--- config.mk ---
export PLATFORM = sky130hd
export DESIGN_NAME = dle_framed_packet_deframer_core
export DESIGN_NICKNAME = d
export VERILOG_FILES = /design/src/rtl/dfm_pkg.sv /design/src/rtl/dle_framed_packet_deframer_core.sv /design/src/rtl/dfm_fsm.sv
export SDC_FILE = /design/constraint.sdc
export NUM_CORES = 1
export LEC_CHECK = 0
export BUFFER_PORTS_ARGS = -buffer_cell sky130_fd_sc_hd__buf_4
export CAP_MARGIN = 20
export CORE_ASPECT_RATIO = 0.75
export CORE_MARGIN = 2
export CORE_UTILIZATION = 60
export CTS_CLUSTER_SIZE = 12
export DETAILED_ROUTE_END_ITERATION = 7
export GPL_TIMING_DRIVEN = 0
export PLACE_DENSITY = 0.9
export SETUP_SLACK_MARGIN = 0.15
export SYNTH_ARGS = -nofsm -noshare
export SYNTH_HDL_FRONTEND = slang
export SYNTH_SLANG_ARGS = --single-unit
--- constraint.sdc ---
create_clock -name clk -period 9.2 [get_ports clk]
set_input_delay 0.92 -clock clk [delete_from_list [all_inputs] [get_ports clk]]
set_output_delay 0.92 -clock clk [all_outputs]
set_load 0.05 [all_outputs]
--- src/rtl/dfm_pkg.sv ---
// ----------------------------------------------------------------------------
// dfm_pkg
// Shared types and constants for the escape/end byte-stuffing deframer.
// ----------------------------------------------------------------------------
package dfm_pkg;

    localparam int MAX_LEN_DEF = 256;

    localparam int CFG_IDX_W = 2;
    localparam int CFG_DATA_W = 8;

    localparam logic [CFG_IDX_W-1:0] CFG_ESCAPE_BYTE = 2'd0;
    localparam logic [CFG_IDX_W-1:0] CFG_END_BYTE    = 2'd1;
    localparam logic [CFG_IDX_W-1:0] CFG_RESYNC_MODE = 2'd2;

    localparam logic [7:0] ESCAPE_BYTE_RST = 8'h10;
    localparam logic [7:0] END_BYTE_RST    = 8'h03;
    localparam logic       RESYNC_MODE_RST = 1'b1;

    typedef enum logic [2:0] {
        PH_HUNT    = 3'd0,
        PH_ID      = 3'd1,
        PH_IN      = 3'd2,
        PH_STUFF   = 3'd3,
        PH_ERR     = 3'd4,
        PH_ERR_ESC = 3'd5
    } phase_t;

    typedef enum logic [2:0] {
        K_ID    = 3'd0,
        K_DATA  = 3'd1,
        K_DONE  = 3'd2,
        K_FRERR = 3'd3,
        K_OVF   = 3'd4
    } kind_t;

    typedef struct packed {
        kind_t      kind;
        logic [7:0] data;
        logic [8:0] count;
    } result_t;

    typedef struct packed {
        logic [7:0] escape_byte;
        logic [7:0] end_byte;
        logic       resync_mode;
    } cfg_t;

endpackage

--- src/rtl/dle_framed_packet_deframer_core.sv ---
// An accepted input beat goes from the input register through the state
// machine into the result register. Throughput: one input beat per cycle
// unless the output stalls; each byte takes a single pass of the machine.
// Reset: asynchronous, active low; clears phase, byte count, pipeline valids
// and restores escape 0x10, end 0x03, resync mode 1.
// ----------------------------------------------------------------------------
// dle_framed_packet_deframer_core
// Escape/end byte-stuffing deframer: input register, state machine, result
// register, configuration registers.
// ----------------------------------------------------------------------------
module dle_framed_packet_deframer_core
    import dfm_pkg::*;
#(
    parameter int MAX_LEN = MAX_LEN_DEF
)
(
    input  logic                  clk,
    input  logic                  rst_n,
    input  logic                  cfg_wr_en,
    input  logic [CFG_IDX_W-1:0]  cfg_index,
    input  logic [CFG_DATA_W-1:0] cfg_data,
    input  logic                  in_valid,
    output logic                  in_stall,
    input  logic [7:0]            rx_byte,
    output logic                  out_valid,
    input  logic                  out_stall,
    output logic [2:0]            kind,
    output logic [7:0]            data,
    output logic [8:0]            count
);

    cfg_t       cfg_reg;
    logic       in_v_reg;
    logic [7:0] in_byte_reg;
    logic       out_v_reg;
    result_t    out_reg;

    logic       out_load;
    logic       go;
    logic       res_valid;
    result_t    res;

    always_ff @(posedge clk or negedge rst_n)
    begin
        if (!rst_n)
        begin
            cfg_reg.escape_byte <= ESCAPE_BYTE_RST;
            cfg_reg.end_byte    <= END_BYTE_RST;
            cfg_reg.resync_mode <= RESYNC_MODE_RST;
        end
        else if (cfg_wr_en)
        begin
            case (cfg_index)
                CFG_ESCAPE_BYTE: cfg_reg.escape_byte <= cfg_data;
                CFG_END_BYTE:    cfg_reg.end_byte    <= cfg_data;
                CFG_RESYNC_MODE: cfg_reg.resync_mode <= cfg_data[0];
                default:         cfg_reg             <= cfg_reg;
            endcase
        end
    end

    assign out_load = !out_v_reg || !out_stall;
    assign go       = in_v_reg && out_load;
    assign in_stall = in_v_reg && !out_load;

    always_ff @(posedge clk or negedge rst_n)
    begin
        if (!rst_n)
        begin
            in_v_reg <= 1'b0;
        end
        else if (!in_stall)
        begin
            in_v_reg <= in_valid;
        end
    end

    always_ff @(posedge clk)
    begin
        if (!in_stall && in_valid)
        begin
            in_byte_reg <= rx_byte;
        end
    end

    dfm_fsm #(
        .MAX_LEN (MAX_LEN)
    ) u_fsm (
        .clk       (clk),
        .rst_n     (rst_n),
        .go        (go),
        .rx_byte   (in_byte_reg),
        .cfg       (cfg_reg),
        .res_valid (res_valid),
        .res       (res)
    );

    always_ff @(posedge clk or negedge rst_n)
    begin
        if (!rst_n)
        begin
            out_v_reg <= 1'b0;
        end
        else if (out_load)
        begin
            out_v_reg <= go && res_valid;
        end
    end

    always_ff @(posedge clk)
    begin
        if (go && res_valid)
        begin
            out_reg <= res;
        end
    end

    assign out_valid = out_v_reg;
    assign kind      = out_reg.kind;
    assign data      = out_reg.data;
    assign count     = out_reg.count;

endmodule

--- src/rtl/dfm_fsm.sv ---
// ----------------------------------------------------------------------------
// dfm_fsm
// Deframing state machine: phase and byte count, one received byte per beat,
// producing at most one result per beat.
// ----------------------------------------------------------------------------
module dfm_fsm
    import dfm_pkg::*;
#(
    parameter int MAX_LEN = MAX_LEN_DEF
)
(
    input  logic       clk,
    input  logic       rst_n,
    input  logic       go,
    input  logic [7:0] rx_byte,
    input  cfg_t       cfg,
    output logic       res_valid,
    output result_t    res
);

    localparam int CW = $clog2(MAX_LEN + 1);
    localparam logic [CW-1:0] MAX_CNT = CW'(MAX_LEN);

    phase_t        phase_reg, phase_next;
    logic [CW-1:0] cnt_reg, cnt_next;

    logic [CW-1:0] base;
    logic [CW+8:0] pos_wide;
    logic          is_esc, is_end;

    always_ff @(posedge clk or negedge rst_n)
    begin
        if (!rst_n)
        begin
            phase_reg <= PH_HUNT;
            cnt_reg   <= '0;
        end
        else if (go)
        begin
            phase_reg <= phase_next;
            cnt_reg   <= cnt_next;
        end
    end

    assign is_esc   = (rx_byte == cfg.escape_byte);
    assign is_end   = (rx_byte == cfg.end_byte);
    assign base     = (phase_reg == PH_ID) ? '0 : cnt_reg;
    assign pos_wide = {9'd0, base};

    always_comb
    begin
        phase_next = phase_reg;
        cnt_next   = cnt_reg;
        res_valid  = 1'b0;
        res.kind   = K_DATA;
        res.data   = rx_byte;
        res.count  = pos_wide[8:0];
        case (phase_reg)
            PH_ID, PH_IN, PH_STUFF:
            begin
                if (phase_reg == PH_IN && is_esc)
                begin
                    phase_next = PH_STUFF;
                end
                else if (phase_reg == PH_STUFF && !is_esc && is_end)
                begin
                    res_valid  = 1'b1;
                    res.kind   = K_DONE;
                    res.data   = '0;
                    phase_next = PH_HUNT;
                    cnt_next   = '0;
                end
                else if ((phase_reg == PH_STUFF && !is_esc) || base >= MAX_CNT)
                begin
                    // framing error or overflow
                    res_valid  = 1'b1;
                    res.kind   = (phase_reg == PH_STUFF && !is_esc) ? K_FRERR : K_OVF;
                    res.data   = '0;
                    res.count  = '0;
                    phase_next = cfg.resync_mode ? PH_ERR : PH_HUNT;
                    cnt_next   = '0;
                end
                else
                begin
                    res_valid  = 1'b1;
                    res.kind   = (phase_reg == PH_ID) ? K_ID : K_DATA;
                    phase_next = PH_IN;
                    cnt_next   = base + 1'b1;
                end
            end
            PH_ERR:
            begin
                if (is_esc)
                begin
                    phase_next = PH_ERR_ESC;
                end
            end
            PH_ERR_ESC:
            begin
                phase_next = is_end ? PH_HUNT : PH_ERR;
            end
            default:
            begin
                cnt_next   = '0;
                phase_next = is_esc ? PH_ID : PH_HUNT;
            end
        endcase
    end

endmodule

After elaboration in Yosys (flattened, before gate mapping)

Index checks and enable logic that the tools add are counted.

Flip-flop bits (word level): 59
Input port bits: 23
Output and inout port bits: 22
Logic and storage cells: 74

$add $sub $neg: 1
Magnitude comparators: 1
Eq/ne operators: 11
Mux-type cells: 23
Bitwise logic cells: 2
Reduce and logical (&&, ||, !) cells: 24

Operators with widths:

| operator                                                                 | number |
|---|---|
| 17-bit two-way mux                                                       | 3 |
| 9-bit two-way mux                                                        | 5 |
| 3-bit two-way mux                                                        | 8 |
| 9-bit one-hot mux with 2 select lines                                    | 1 |
| 8-bit equality test                                                      | 2 |
| 10-bit two-way mux                                                       | 1 |
| 9-bit by 1-bit adder with 9-bit output (second input constant)           | 1 |
| 9-bit >= comparator (second input constant)                              | 1 |
| 3-bit one-hot mux with 3 select lines                                    | 1 |
| 2-bit AND reduction                                                      | 4 |
| 1-bit logical AND                                                        | 7 |
| 3-bit by 2-bit equality test with 1-bit output (second input constant)   | 2 |
| 3-bit equality test (second input constant)                              | 2 |
| 3-bit OR reduction                                                       | 2 |
| 1-bit logical NOT                                                        | 5 |
| 1-bit two-way mux                                                        | 4 |
| 2-bit OR reduction                                                       | 2 |
| 3-bit by 1-bit equality test with 1-bit output (second input constant)   | 1 |
| 3-bit AND reduction                                                      | 1 |
| 2-bit by 1-bit equality test with 1-bit output (second input constant)   | 1 |
| 2-bit equality test (second input constant)                              | 1 |
| 2-bit logical NOT                                                        | 1 |
| 1-bit logical OR                                                         | 2 |
| 2-bit by 1-bit inequality test with 1-bit output (second input constant) | 1 |
| 2 further kinds                                                          | 3 |

Logic depth before layout (Yosys ltp)

Depth after elaboration: 8
Depth in mapped cells: 10
Mapped depth without buffers: 9

By module

Synthesis repeated with hierarchy kept, for this count alone.

Cells, all modules: 229
Area total of the unflattened synthesis: 2,895.3 um^2

Modules (own cells, without submodules):

| module                          | times used | cells each | area an instance (um^2) | seq. area each (um^2) |
|---|---|---|---|---|
| dle_framed_packet_deframer_core | 1          | 76         | 1,594.0                 | 1,321.3 |
| dfm_fsm                         | 1          | 153        | 1,301.2                 | 300.3 |

Worst setup path before layout

Ideal clock, no wire load.

Path kind: in2reg
Start: in out_stall
End: reg out_reg (netlist bit count[0]) (enable)
Library setup time: 0.422 ns
Arrival: 2.612 ns
Data required time: 8.778 ns
Setup slack: 6.166 ns
Stages on the path: 3
Path buffers: 0
Path through: nand2_1 -> nand2_1 -> nor3_1

Longest elaborated chain between the ends: 4

Ends and longest elaborated chain:

| what                   | RTL line                               | text |
|---|---|---|
| start: declaration     | dle_framed_packet_deframer_core.sv:26  | `input logic out_stall,` |
| 1-bit logical NOT      | dle_framed_packet_deframer_core.sv:62  | `assign out_load = !out_v_reg \|\| !out_stall;` |
| 1-bit logical OR       | dle_framed_packet_deframer_core.sv:62  |  |
| 1-bit logical AND      | dle_framed_packet_deframer_core.sv:63  | `assign go = in_v_reg && out_load;` |
| 1-bit logical AND      | dle_framed_packet_deframer_core.sv:112 | `if (go && res_valid)` |
| end signal: assignment | dle_framed_packet_deframer_core.sv:114 | `out_reg <= res;` |
| end: declaration       | dle_framed_packet_deframer_core.sv:36  | `result_t out_reg;` |

Every way passes these cells.
A chain may end at the register's enable or synchronous reset.

Worst setup path in the final report

Start: reg in_byte_reg[1]
End: reg out_reg (netlist bit kind[0]) (enable)

Longest elaborated chain between the ends: 5

Ends and longest elaborated chain:

| what                     | RTL line                               | text |
|---|---|---|
| start: declaration       | dle_framed_packet_deframer_core.sv:34  | `logic [7:0] in_byte_reg;` |
| start signal: assignment | dle_framed_packet_deframer_core.sv:82  | `in_byte_reg <= rx_byte;` |
| 8-bit equality test      | dfm_fsm.sv:45                          | `assign is_esc = (rx_byte == cfg.escape_byte);` |
| 1-bit logical AND        | dfm_fsm.sv:61                          | `if (phase_reg == PH_IN && is_esc)` |
| 1-bit two-way mux        | dfm_fsm.sv:61                          |  |
| 1-bit two-way mux        | dfm_fsm.sv:58                          | `case (phase_reg)` |
| 1-bit logical AND        | dle_framed_packet_deframer_core.sv:112 |  |

Every way passes these cells.

==> metrics.txt <==
PostCTS Resize Cnt 0; ratio of cells with drive above 1 in the final layout 36.7%; largest net degree at the start of global routing 32; Synth Area per Inst 12.8 um2; Yosys top cell area share a little under 30%; initial antenna violation count 0; H-Tree Level Count 3; area occupied by multi-input gates approximately 0.0011 mm2; Synth-to-Final Area Change 20.3%; synth unique cells 56; Pwr Total 724 uW; ANT nets after route 0; Crit path max-delay family simple AND/OR/NAND/NOR gates; power per cell area 212 mW/mm2; Max Freq between 400 and 500 MHz; fin area 0.00342 mm2; Max clock buf depth 2; I/O pin total between 40 and 50; Final min period between 2 and 2.5 ns; Routed WL 5720 um; Clock Skew ~0.0076 ns; fillcell total 289; Die X 83.5 um; max reg flops 17; num rows 21; R2R cell count 7; leakage 1.42 nW; global route total overflow 0; worst path required time a little over 9 ns; flop-to-flop setup slack 6.91 ns; initial core utilization 62.9%; gr busiest metal met2; Total Die Area around 0.0053 mm2; Clock Sinks 59; net count reported at finish 302; slew at the pin with the worst max-slew slack 0.736 ns; WL/cell 16.8 um; Clock transition at path regs 0.06 ns; Critical Path AT 2.35 ns; Worst slew margin between 50% and 60%; ys async rst share 52.5%; Yosys Warn Count 0; CP cell instances xnor2_1 -> nand4_2 -> or2_4 -> buf_6 -> a21oi_1 -> nor3_2 -> buf_6; Buf/Inv on CP 2; DRC viols 0; RSZ-0062 raised after global routing false; Worst setup SP type register; number of synthesized flops with an enable pin 28; number of buffers created by CTS 9; status finished clean; critical setup path kind register to register; slowest CP cell edfxtp_1; core box area 0.00452 mm2; postcts setup bufs 0; Synth area leaders edfxtp_1 30%, dfrtp_1 24%, mux2_2 6.7%; GR Util met1 31.9%; Critical Path Stages 7; Worst Path Max Fanout 15; Gate Count Post-Synth between 200 and 250; fin crit share about 25%; Placed Area ~0.0033 mm2; DR vias/cell 5.79; hold crit path type input port to asynchronous set/reset pin; Root Buffer clkbuf_8; crit end category register; Worst VDD drop 145 uV; Fin Setup TNS 0 ns; ant diodes 0; CTS Hold Bufs 0; HPWL Detailed 4070 um; prevailing post-synth register cell edfxtp_1; final hold viol count 0; Critical Path Most Common Cell buf_6; syn nets 246; FF+latch count, synth 59; cell area after synthesis roughly 0.0028 mm2; Pins Over Slew Limit 0; drt first pass iters 5; Register Area roughly 0.0016 mm2; Largest stage delay, worst path ~0.47 ns; fin util between 70% and 80%; initial DRC count ~210; routability cong. 0.910; post-synthesis sequential area ratio a little under three fifths; first-pass GRT wire length 9190 um; Clk Latency, worst-skew pair 0.35 ns; via count 1,967; CTS tree done; RR Endpoint kind[0]$_SDFFCE_PP1P_; vias in the first global route 1,849; max-cap violation count 0; Setup violations, final 0; post-synth top area cell edfxtp_1; met2 GRT Util 33.0%; Die H 63.6 um; worst r2r src in_byte_reg[1]$_DFFE_PP_; met3 usage 12.2%; Tot GR Track Use between 20% and 30%; port bufs 44
cell families (layout without fill, tap and decap cells):
family	after synthesis	in the layout	synth area share, %
buf+inv	14	75	3.30
simple gates	75	75	16.0
xor+xnor	18	18	5.55
flops	59	59	57.1
compound gates	38	38	10.9
fa+ha+maj	1	1	0.440
mux	17	17	6.74
worst max path at each step:
| stage | start | end |
|---|---|---|
| floorplan | out_stall | count[0]$_DFFE_PP_ |
| global placement | out_stall | data[3]$_DFFE_PP_ |
| detailed placement | out_stall | data[3]$_DFFE_PP_ |
| CTS | in_byte_reg[1]$_DFFE_PP_ | data[7]$_DFFE_PP_ |
| global route | in_byte_reg[1]$_DFFE_PP_ | data[1]$_DFFE_PP_ |
| finish | in_byte_reg[1]$_DFFE_PP_ | kind[0]$_SDFFCE_PP1P_ |
report_power, final:
part / total [mW] / internal, mW / switching [mW]
Clock: 0.194 / 0.0945 / 0.0993
Sequential: 0.355 / 0.325 / 0.0304
Combinational: 0.175 / 0.0735 / 0.102
layer usage:
| layer | wire length [um] | up-vias | part of all wire [%] |
|---|---|---|---|
| met5 | 0 | - | 0 |
| met4 | 105 | 0 | 1.8 |
| met3 | 592 | 13 | 10 |
| met2 | 2390 | 101 | 42 |
| met1 | 2620 | 933 | 46 |
| li1 | - | 920 | - |
synth_stat cells, types with 2 or more instances:
cell,n
dfstp_2,4
nor2_2,2
or2_2,2
a22o_1,6
nand2b_1,4
nor4_1,3
a21o_1,3
nor2_1,9
xor2_1,8
nand2_1,16
nor3_1,3
nand4_1,2
a31oi_1,2
mux2_2,17
buf_4,2
and2_1,9
nand3b_1,2
a21oi_1,4
edfxtp_1,28
inv_1,7
xnor2_1,10
nand3_1,4
nand4_2,2
o21ai_0,4
buf_6,3
nor2b_1,10
dfrtp_1,27
layout by cell type, fill, tap and decap left out, drive strengths merged, types with 9 or more instances in the layout:
| cell | n |
|---|---|
| and2 | 9 |
| dfrtp | 27 |
| edfxtp | 28 |
| mux2 | 17 |
| nor2b | 10 |
| clkbuf | 12 |
| buf | 50 |
| nand2 | 16 |
| xnor2 | 10 |
| nor2 | 11 |
stage by stage:
step	cells	hold WS, ns	setup WS (ns)
2_1_floorplan	222	0.499	6.17
3_3_place_gp	323	0.510	5.53
3_5_place_dp	324	0.519	6.80
4_1_cts	340	0.503	6.91
5_1_grt	340	0.512	6.78
6_report	340	0.497	6.91
area by class of cell:
cell class / count / share of cell area (%)
Clock buffer: 10 / 3.73
Buffer: 7 / 1.98
Timing Repair Buffer: 45 / 9.99
Sequential cell: 59 / 47.4
Multi-Input combinational cell: 149 / 33.1
Inverter: 7 / 0.768
Tap cell: 57 / 2.09
Clock inverter: 6 / 0.951
Power figures use the tool's default switching activity.
